## src/mncc_pkg.sv

```systemverilog
`timescale 1ns / 1ps
// ----------------------------------------------------------------------------
// mncc_pkg
// Shared widths, operation codes and controller/datapath interface structs
// for the masked NCC similarity score block.
// ----------------------------------------------------------------------------
package mncc_pkg;

  localparam int PixW      = 16;
  localparam int CntW      = 17;
  localparam int SumW      = 33;
  localparam int SqW       = 49;
  localparam int ScoreW    = 16;
  localparam int MulW      = 64;
  localparam int ProdW     = 128;
  localparam int DigW      = 16;
  localparam int QuoW      = 17;
  localparam int DenW      = 82;
  localparam int DefMaxPixels = 65536;
  localparam int DefPixelBits = 16;

  // Multiplier operations, in issue order
  localparam logic [3:0] OP_NSFF = 4'd0;
  localparam logic [3:0] OP_SFSF = 4'd1;
  localparam logic [3:0] OP_NSMM = 4'd2;
  localparam logic [3:0] OP_SMSM = 4'd3;
  localparam logic [3:0] OP_NSFM = 4'd4;
  localparam logic [3:0] OP_SFSM = 4'd5;
  localparam logic [3:0] OP_DFDM = 4'd6;
  localparam logic [3:0] OP_CN1  = 4'd7;
  localparam logic [3:0] OP_NR   = 4'd8;

  localparam logic [ScoreW-1:0] ScoreHalf = 16'd32768;

  typedef struct packed {
    logic       in_ready;
    logic       acc_en;
    logic       mul_step;
    logic [1:0] dig;
    logic [3:0] op;
    logic       wb;
    logic       sqrt_step;
    logic       div_step;
    logic       out_load;
  } mncc_cmd_t;

  typedef struct packed {
    logic degenerate;
    logic out_free;
  } mncc_stat_t;

endpackage

```

## src/mncc_ctrl.sv

```systemverilog
`timescale 1ns / 1ps
// ----------------------------------------------------------------------------
// mncc_ctrl
// Sequencer: accumulate beats, then walk the multiply, root and divide steps.
// ----------------------------------------------------------------------------
module mncc_ctrl import mncc_pkg::*; (
  input  logic       clk_i,
  input  logic       rst_ni,
  input  logic       in_valid_i,
  input  logic       in_last_i,
  input  mncc_stat_t stat_i,
  output mncc_cmd_t  cmd_o
);

  localparam logic [2:0] ST_IDLE = 3'd0;
  localparam logic [2:0] ST_MUL  = 3'd1;
  localparam logic [2:0] ST_WB   = 3'd2;
  localparam logic [2:0] ST_CHK  = 3'd3;
  localparam logic [2:0] ST_SQRT = 3'd4;
  localparam logic [2:0] ST_DIV  = 3'd5;
  localparam logic [2:0] ST_LOAD = 3'd6;

  localparam logic [5:0] SqrtLast = 6'd63;
  localparam logic [5:0] DivLast  = 6'(QuoW - 1);

  logic [2:0] state_q, state_d;
  logic [3:0] op_q, op_d;
  logic [1:0] dig_q, dig_d;
  logic [5:0] it_q, it_d;

  always_comb begin
    state_d = state_q;
    op_d    = op_q;
    dig_d   = dig_q;
    it_d    = it_q;
    cmd_o   = '0;
    cmd_o.op  = op_q;
    cmd_o.dig = dig_q;
    unique case (state_q)
      ST_IDLE: begin
        cmd_o.in_ready = 1'b1;
        if (in_valid_i) begin
          cmd_o.acc_en = 1'b1;
          if (in_last_i) begin
            state_d = ST_MUL;
            op_d    = OP_NSFF;
            dig_d   = '0;
          end
        end
      end
      ST_MUL: begin
        cmd_o.mul_step = 1'b1;
        dig_d = dig_q + 2'd1;
        if (dig_q == 2'd3) state_d = ST_WB;
      end
      ST_WB: begin
        cmd_o.wb = 1'b1;
        priority if (op_q == OP_SMSM) begin
          state_d = ST_CHK;
        end else if (op_q == OP_DFDM) begin
          state_d = ST_SQRT;
          it_d    = '0;
        end else if (op_q == OP_NR) begin
          state_d = ST_DIV;
          it_d    = '0;
        end else begin
          state_d = ST_MUL;
          op_d    = op_q + 4'd1;
        end
      end
      ST_CHK: begin
        if (stat_i.degenerate) begin
          state_d = ST_LOAD;
        end else begin
          state_d = ST_MUL;
          op_d    = OP_NSFM;
        end
      end
      ST_SQRT: begin
        cmd_o.sqrt_step = 1'b1;
        it_d = it_q + 6'd1;
        if (it_q == SqrtLast) begin
          state_d = ST_MUL;
          op_d    = OP_CN1;
        end
      end
      ST_DIV: begin
        cmd_o.div_step = 1'b1;
        it_d = it_q + 6'd1;
        if (it_q == DivLast) state_d = ST_LOAD;
      end
      ST_LOAD: begin
        if (stat_i.out_free) begin
          cmd_o.out_load = 1'b1;
          state_d = ST_IDLE;
        end
      end
      default: state_d = ST_IDLE;
    endcase
  end

  always_ff @(posedge clk_i or negedge rst_ni) begin
    if (!rst_ni) begin
      state_q <= ST_IDLE;
      op_q    <= '0;
      dig_q   <= '0;
      it_q    <= '0;
    end else begin
      state_q <= state_d;
      op_q    <= op_d;
      dig_q   <= dig_d;
      it_q    <= it_d;
    end
  end

endmodule

```

## config.mk

```make
export PLATFORM = sky130hd
export DESIGN_NAME = mncc_ctrl
export DESIGN_NICKNAME = d
export VERILOG_FILES = /design/src/mncc_pkg.sv /design/src/mncc_ctrl.sv
export SDC_FILE = /design/constraint.sdc
export NUM_CORES = 1
export LEC_CHECK = 0
export BUFFER_PORTS_ARGS = -buffer_cell sky130_fd_sc_hd__buf_4
export CORE_MARGIN = 2
export CORE_UTILIZATION = 57
export DETAILED_ROUTE_END_ITERATION = 8
export PLACE_DENSITY_LB_ADDON = 0.25
export REMOVE_ABC_BUFFERS = 1
export SLEW_MARGIN = 20
export SYNTH_ARGS = -nofsm -noshare
export SYNTH_HDL_FRONTEND = slang
export SYNTH_SLANG_ARGS = --single-unit
```

## constraint.sdc

```tcl
create_clock -name clk_i -period 5.1 [get_ports clk_i]
set_clock_uncertainty 0.15 [all_clocks]
set_input_delay 0.255 -clock clk_i [delete_from_list [all_inputs] [get_ports clk_i]]
set_output_delay 0.255 -clock clk_i [all_outputs]
set_load 0.02 [all_outputs]
```

==> Yosys cells after proc, flatten, opt, wreduce, memory -nomap -nowiden <==
Index checks and enable logic that the tools add are counted.
{ "classes": {"addsub": 3, "n_eq_ne": 23, "n_mux": 34, "n_reduce_logical": 9} }
{ "op_table": {"columns": ["operator", "count"], "rows": [
  ["2-to-1 mux 3 bit", 10],
  ["2-to-1 mux 4 bit", 7],
  ["one-hot mux 3 bit (7 select lines)", 1],
  ["inequality test 2 bit, second input constant", 10],
  ["2-to-1 mux 6 bit", 3],
  ["one-hot mux 4 bit (4 select lines)", 1],
  ["one-hot mux 6 bit (2 select lines)", 1],
  ["== test 3 bit, second input constant", 3],
  ["AND reduction 8 bit", 1],
  ["2-to-1 mux 1 bit", 7],
  ["adder 6 x 1 -> 6 bit, second input constant", 1],
  ["== test 3 x 2 -> 1 bit, second input constant", 2],
  ["== test 6 x 5 -> 1 bit, second input constant", 1],
  ["== test 6 bit, second input constant", 1],
  ["2-to-1 mux 2 bit", 3],
  ["AND reduction 3 bit", 2],
  ["AND reduction 6 bit", 1],
  ["adder 4 x 1 -> 4 bit, second input constant", 1],
  ["== test 4 x 2 -> 1 bit, second input constant", 1],
  ["== test 4 x 3 -> 1 bit, second input constant", 1],
  ["== test 4 bit, second input constant", 1],
  ["one-hot mux 2 bit (2 select lines)", 1],
  ["nonzero test 2 bit", 2],
  ["nonzero test 4 bit", 1],
  ["other kinds (6)", 6]
]} }
{ "totals": {"ff_bits": 15, "inputBits": 6, "output_inout_bits": 13, "elab_cells": 73} }

==> Depth between registers and ports, before layout <==
Gate-level depths: netlist of the first run.
{ "depth": {"depth_word": 5, "depth_mapped": 7, "mapped_depth_nobuf": 7} }

==> Worst setup path after synthesis of the first run <==
OpenSTA, ideal clock, no wires.
{ "synth_timing": {"path_type": "flip-flop to flip-flop", "start": "register state_q[1]", "end": "register op_q[2]", "setup_time_ns": 0.083, "t_arrival_ns": 1.756, "required_ns": 4.867, "slack_ns": 3.111, "stages_incl_launch_ff": 7, "n_path_buf": 1, "synth_period_minus_slack_ns": 1.989, "path_cell_list": "dfrtp_1 > buf_4 > nor3_1 > nand2_1 > o221ai_2 > o21ai_0 > o21ai_0"} }
{ "synth_between": {"elab_chain_len": 3, "word_cells_on_any_way": 14, "cone_classes": "10 x eq/ne; 1 x mux; 3 x reduce/logical"} }
{ "synth_lines": {"columns": ["element", "line_no", "source"], "rows": [
  ["from (decl)", "mncc_ctrl.sv:26", "logic [2:0] state_q, state_d;"],
  ["from (signal assigned)", "mncc_ctrl.sv:109", "state_q <= state_d;"],
  ["== test 3 bit (tied with other cells)", "mncc_ctrl.sv:39", "unique case (state_q)"],
  ["nonzero test 4 bit (no line) or inequality test 2 bit (tied branches)", null, null],
  ["AND reduction 8 bit (no line)", null, null],
  ["to (signal assigned)", "mncc_ctrl.sv:110", "op_q <= op_d;"],
  ["to (decl)", "mncc_ctrl.sv:27", "logic [3:0] op_q, op_d;"]
]} }
Parallel ways exist; a longest one is shown, timed or not.
A chain may end at the register's enable or synchronous reset.

==> Final worst setup path of the first run <==
{ "layout_timing": {"start": "register state_q[0]", "end": "register it_q[0]"} }
{ "layout_between": {"elab_chain_len": 4, "word_cells_on_any_way": 9, "cone_classes": "5 x eq/ne; 1 x mux; 3 x reduce/logical"} }
{ "layout_lines": {"columns": ["element", "line_no", "source"], "rows": [
  ["== test 3 bit", "mncc_ctrl.sv:39", null],
  ["OR reduction 2 bit (no line)", null, null],
  ["nonzero test 2 bit (no line)", null, null],
  ["AND reduction 3 bit (no line)", null, null],
  ["to (signal assigned)", "mncc_ctrl.sv:112", "it_q <= it_d;"],
  ["to (decl)", "mncc_ctrl.sv:29", "logic [5:0] it_q, it_d;"]
]} }
Parallel ways exist; a longest one is shown, timed or not.

==> results.yml, run 1 <==
critical_path:
  reg2reg_slack_ps: 3030
  crit_path_end_kind: "flip-flop"
  reg2reg_depth: 4
  r2r_start: "state_q[0]$_DFFE_PN0P_"
  start_kind: "flip-flop"
  cp_slowest_cell: "dfrtp_1"
  r2r_end: "it_q[0]$_DFFE_PN0P_"
  critical_path_depth: 4
  crit_buf_inv: 0
  cp_max_fo: 16
  worstPathArrival_ps: 2090
  worstPathRequired_ps: 5120
  max_stage_delay_ps: 540
  crit_chain: "or3b_1, a21oi_1, or3_1, o21ai_0"
  critPathKind: "reg2reg"
  path_delay_family: "simple AND/OR/NAND/NOR gates"
floorplan:
  rows: 15
  die_x_um: 45.8
  dieHeight_um: 45.8
  fp.dieArea_um2: 2100
  coreArea_um2: 1690
  ios: 19
  start_util_pct: 59.0
clock_network:
  clk_latency_ps: 290
  hold_buffers: 1
  cts_root_buffer: "clkbuf_4"
  htreeDepth: 1
  clk_pin_slew_worst_paths_ps: 90
  cts_buffer_depth: 2
  cts_tree: "yes"
  cts_buffers: 3
  post_cts_buffers: 0
  cts_sinks: 15
  post_cts_resized: 0
routing:
  drt_iter0_drc: 32
  drc_errors: 0
  avgViaCountPerCell: 6.05
  vias: 902
  wl_um: 2080
  route.detailed.wl_per_inst_um: 13.9
  first_pass_iters: 4
  final_antenna_net_count: 0
global_route:
  grt.met2_usage_pct: 36.9
  grt_pass1_wl_um: 3390
  gr-total-overflow: 0
  grt_max_degree: 17
  grt_use_met3_pct: 3.57
  use_met1_pct: 29.8
  track_usage_pct: 22.6
  antenna_found_initial: 0
  first_global_vias: 801
  busiest_layer: "met2"
hold_path:
  hold_depth: 2
  min_from: "stat_i[0]"
  worstHoldPathType: "in2reg"
  hold_path_end: "state_q[1]$_DFFE_PN0P_"
power:
  p_comb_share_pct: 54.6
  leakagePower_nw: 0.553
  powerDensity_nw_per_um2: 583
  p_switching_mw: 0.318
  switching_share_pct: 46.6
  pwr-share-clk_pct: 10.2
  pwr-share-seq_pct: 35.1
  p_int_mw: 0.363
  ir_drop_mv: 0.298
finish:
  drive_gt1_share_pct: 20.5
  fill_cells: 145
  fin_nets: 145
  final_cells: 149
  area_growth_pct: 17.3
  diodes: 0
synth:
  yosysWarnings: 0
  synthesis.area_um2: 996
  netlist_instances: 113
  seq_area_frac_synth_pct: 37.7
  synth.avg_cell_area_um2: 8.81
  ys_types: 33
  ys_ff_latch: 15
timing:
  setup_viol: 0
  fin_crit_ps: 2070
  hold_slack_ps: 19.2
  rsz0062_at_grt: "false"
  finalCritPeriodShare_pct: 40.5
  hold_violations: 0
  maxSlewViolCount: 0
  fmax_ghz: 0.484
  fin_ws_ps: 3030
  relSlewSlack_pct: 62.4
  tightest_slew_ps: 564
  finalSetupTns_ps: 0
place:
  dp_hpwl_um: 1520
  port_buffers: 18
  dp_worst_setup_slack_ps: 3080
  dp.cells: 144
  gp_congestion: 0.847
status:
  status: "finished clean"
run:
  drv_cap: 0
-- cell usage in the layout, fill, tap and decap left out, types with 2 or more instances in the layout --
cell type,instances
o22ai_1,2
a21oi_1,6
buf_4,18
clkbuf_4,3
nand2_1,8
nor2_1,11
xor2_1,3
inv_1,8
nand3b_1,4
a211oi_1,3
ha_1,6
and2_1,3
nand4_1,3
nand3_1,3
or3_1,2
or3b_1,3
o31ai_1,2
o21ai_0,9
nor2b_1,2
dfrtp_1,15
nand2b_1,5
-- power groups by stage --
| stage | sequential (mW) | combinational (mW) | clock [mW] |
|---|---|---|---|
| after global routing | 0.250 | 0.418 | 0.0786 |
| after floorplan | 0.247 | 0.241 | 0 |
| after global placement | 0.237 | 0.363 | 0 |
| after detailed placement | 0.240 | 0.373 | 0 |
| after CTS | 0.238 | 0.375 | 0.0739 |
| final | 0.239 | 0.372 | 0.0697 |
-- sequential cells by signal (all words and copies together), names as in the netlist --
name and cells:
state_q 3, it_q 6, dig_q 2, op_q 4
-- synth_stat cells --
cell type	instances	area [µm²]
a21o_1	1	7.51
o22ai_1	2	12.5
nor2b_1	2	12.5
buf_4	1	7.51
nor4b_1	1	8.76
inv_1	8	30.0
o22a_2	1	10.0
buf_2	2	10.0
or3b_1	3	26.3
a221oi_2	1	15.0
ha_1	6	75.1
nand4_1	3	18.8
a31o_2	1	8.76
a211oi_1	3	22.5
dfrtp_1	15	375
nand2b_1	5	31.3
o21ai_0	9	45.0
xor2_1	3	26.3
clkbuf_1	1	3.75
and4bb_2	1	12.5
nor2_1	11	41.3
a22oi_1	1	7.51
or3_1	2	12.5
and2_1	3	18.8
o31ai_1	2	15.0
nor3_1	1	5.00
a21oi_1	6	30.0
nand3b_1	4	30.0
nand2_1	8	30.0
o221ai_2	1	15.0
nand3_1	3	15.0
a31oi_1	1	6.26
a221o_1	1	10.0
-- layer usage --
metal | wire, µm | up-vias
li1 | - | 444
met1 | 955 | 426
met2 | 984 | 27
met3 | 106 | 5
met4 | 31 | 0
met5 | 0 | -
-- cell families after synthesis --
group,count (synthesis),share of synthesized area (%)
flip-flops,15,37.7
buffers and inverters,12,5.15
AO/OA/AOI/OAI,30,20.6
XOR/XNOR,3,2.64
AND/OR/NAND/NOR,47,26.4
adder cells (fa/ha/maj),6,7.54
-- worst max path at each step --
| stage | end | startpoint | slack, ps |
|---|---|---|---|
| after floorplan | op_q[2]$_DFFE_PN0P_ | state_q[0]$_DFFE_PN0P_ | 3110 |
| after CTS | cmd_o[11] | state_q[0]$_DFFE_PN0P_ | 3010 |
| after global placement | op_q[0]$_DFFE_PN0P_ | it_q[0]$_DFFE_PN0P_ | 3100 |
| after detailed placement | op_q[1]$_DFFE_PN0P_ | it_q[0]$_DFFE_PN0P_ | 3080 |
| final | it_q[0]$_DFFE_PN0P_ | state_q[0]$_DFFE_PN0P_ | 3030 |
| after global routing | op_q[0]$_DFFE_PN0P_ | it_q[0]$_DFFE_PN0P_ | 2870 |
-- area by class of cell --
cell class                      count  area (µm²)  area share (%)
Multi-Input combinational cell     86         569            48.7
Sequential cell                    15         375            32.1
Timing Repair Buffer               19         145            12.4
Inverter                            8        30.0            2.57
Clock buffer                        3        22.5            1.93
Tap cell                           17        21.3            1.82
Clock inverter                      1        5.00           0.428
-- through the flow --
| stage | util, % | instance area [µm²] | power [mW] |
|---|---|---|---|
| global route | 69.2 | 1170 | 0.746 |
| global placement | 67.0 | 1130 | 0.600 |
| floorplan | - | 975 | 0.488 |
| detailed placement | 67.0 | 1130 | 0.613 |
| finish | 69.2 | 1170 | 0.681 |
| CTS | 69.2 | 1170 | 0.687 |
-- worst register-to-register path, cell delays in order (launching register included) --
cell     delay [ps]
dfrtp_1         540
or3b_1          510
a21oi_1         480
or3_1           180
o21ai_0          80
Note: power is estimated with default switching activity, not from simulation.
==> run 2: changes to the inputs <==
Settings changed: CORE_UTILIZATION 57 to 53.
Clock period 5.1 ns to 2.1 ns, I/O delays scaled along.
==> run 2 against run 1 <==
Routed wire length increased by 7.0%; power increased to 2.6 times the previous value; sequential share of layout area decreased by 2.8 points; die area increased by 6.9%; critical path depth increased by 1; combinational power increased to 2.8 times the previous value; register-to-register slack got worse by 3000 ps; flip-flop and latch count unchanged; core utilization increased by 4.3 points; highest routed layer unchanged.
==> results.yml, run 2 (synthesis gave the netlist of run 1 again) <==
power:
  pwr-share-seq_pct: 32.9
  ir_drop_mv: 0.883
  p_int_mw: 0.958
  powerDensity_nw_per_um2: 1390
  p_switching_mw: 0.819
  p_comb_share_pct: 57.7
  p_total_mw: 1.78
  pwr-share-clk_pct: 9.3
  leakagePower_nw: 0.595
  switching_share_pct: 46.1
finish:
  diodes: 0
  fin_nets: 153
  reg.largest.list: "it_q (6), op_q (4), state_q (3)"
  largest_reg_flops: 6
  drive_gt1_share_pct: 25.0
  multi_input_area_um2: 606
  area_growth_pct: 28.8
  most-common-layout-cells: "23 x buf_4, 14 x dfrtp_1, 11 x nor2_1, 9 x o21ai_0"
  final_common_cell: "buf_4"
  regArea_um2: 377
  fill_cells: 136
  largest-register: "it_q"
critical_path:
  r2r_end: "state_q[2]$_DFFE_PN0P_"
  reg2reg_depth: 5
  start_kind: "flip-flop"
  reg2reg_slack_ps: 80
  r2r_start: "it_q[0]$_DFFE_PN0P_"
  cp_slowest_cell: "dfrtp_1"
  critPathKind: "reg2reg"
  worstPathRequired_ps: 2120
  cp_max_fo: 4
  crit_path_end_kind: "flip-flop"
  crit_buf_inv: 0
  path_delay_family: "compound AO/OA/AOI/OAI gates"
  worstPathArrival_ps: 2040
  crit_chain: "ha_1, nand4_1, or3b_1, a31o_2, a221o_1"
  max_stage_delay_ps: 400
clock_network:
  clk_latency_ps: 280
  post_cts_buffers: 0
  htreeDepth: 1
  clk_pin_slew_worst_paths_ps: 80
  cts_sinks: 15
  cts_buffers: 3
  cts_tree: "yes"
  cts_buffer_depth: 2
  cts_root_buffer: "clkbuf_4"
global_route:
  first_global_vias: 817
  gr-total-overflow: 0
  antenna_found_initial: 0
  grt_max_degree: 16
  grt_pass1_wl_um: 3480
  track_usage_pct: 22.5
place:
  port_buffers: 18
  dp_worst_setup_slack_ps: 132
  gp_congestion: 0.844
  dp_hpwl_um: 1640
timing:
  setup_viol: 0
  rsz0062_at_grt: "false"
  finalCritPeriodShare_pct: 96.3
  fmax_ghz: 0.495
  tightest_slew_ps: 397
  fin_ws_ps: 78.0
  maxSlewViolCount: 0
  relSlewSlack_pct: 73.5
  fin_crit_ps: 2020
  finalSetupTns_ps: 0
  hold_violations: 0
routing:
  drc_errors: 0
  wl_um: 2220
  final_antenna_net_count: 0
  route.detailed.wl_per_inst_um: 13.5
  drt_iter0_drc: 21
  vias: 932
  first_pass_iters: 4
  avgViaCountPerCell: 5.65
floorplan:
  ios: 19
  die_x_um: 47.4
  coreArea_um2: 1750
  rows: 15
  dieHeight_um: 47.4
  start_util_pct: 57.1
  fp.dieArea_um2: 2240
hold_path:
  worstHoldPathType: "in2async"
run:
  drv_cap: 0
status:
  status: "finished clean"
==> run 2: worst max path at each step <==
stage	endpoint	slack, ps	from	cells past startpoint
finish	state_q[2]$_DFFE_PN0P_	80	it_q[0]$_DFFE_PN0P_	5
global route	op_q[2]$_DFFE_PN0P_	3	state_q[0]$_DFFE_PN0P_	5
global placement	op_q[1]$_DFFE_PN0P_	150	op_q[1]$_DFFE_PN0P_	6
detailed placement	op_q[1]$_DFFE_PN0P_	130	op_q[0]$_DFFE_PN0P_	6
CTS	op_q[0]$_DFFE_PN0P_	120	op_q[0]$_DFFE_PN0P_	6
floorplan	op_q[2]$_DFFE_PN0P_	110	state_q[0]$_DFFE_PN0P_	5
==> run 2: layer usage <==
layer	track usage, %	up-vias	wire (µm)
met4	8.33	0	23
li1	-	459	-
met1	29.1	438	1030
met3	3.85	4	119
met2	37.3	31	1050
met5	0	-	0
==> run 2: repair_timing <==
action | 4_1_cts | 5_1_grt
resized for setup | 0 | 6
endpoints found under the hold margin | 17 | 0
endpoints found under the setup margin | 0 | 4
hold buffers | 4 | 0
==> run 2: power groups by stage <==
| stage | sequential, mW | clock (mW) | combinational [mW] |
|---|---|---|---|
| 2_1_floorplan | 0.601 | 0 | 0.585 |
| 3_3_place_gp | 0.559 | 0 | 0.949 |
| 3_5_place_dp | 0.566 | 0 | 0.974 |
| 4_1_cts | 0.561 | 0.171 | 0.985 |
| 5_1_grt | 0.604 | 0.186 | 1.14 |
| 6_report | 0.585 | 0.166 | 1.03 |
==> run 2: worst register-to-register path, delay by kind of cell, from the launching register on <==
kind	cells	cell delay, ps
adders and majority gates	1	210
and+or+nand+nor	2	560
AOI/OAI and AO/OA	2	590
DFF	1	400
==> run 2: stage by stage <==
stage / area [µm²] / std cells / utilization [%] / hold WS (ps)
after floorplan: 975 / 109 / - / -341
after global placement: 1180 / 157 / 67.5 / -181
after detailed placement: 1180 / 157 / 67.5 / -180
after CTS: 1240 / 165 / 71.3 / 51.9
after global routing: 1280 / 165 / 73.5 / 62.6
final: 1280 / 165 / 73.5 / 55.1
==> run 2: layout make-up <==
class,count,share of cell area (%)
Tap cell,25,2.44
Clock buffer,4,2.05
Sequential cell,15,29.4
Multi-Input combinational cell,86,47.2
Inverter,8,2.34
Timing Repair Buffer,27,16.6
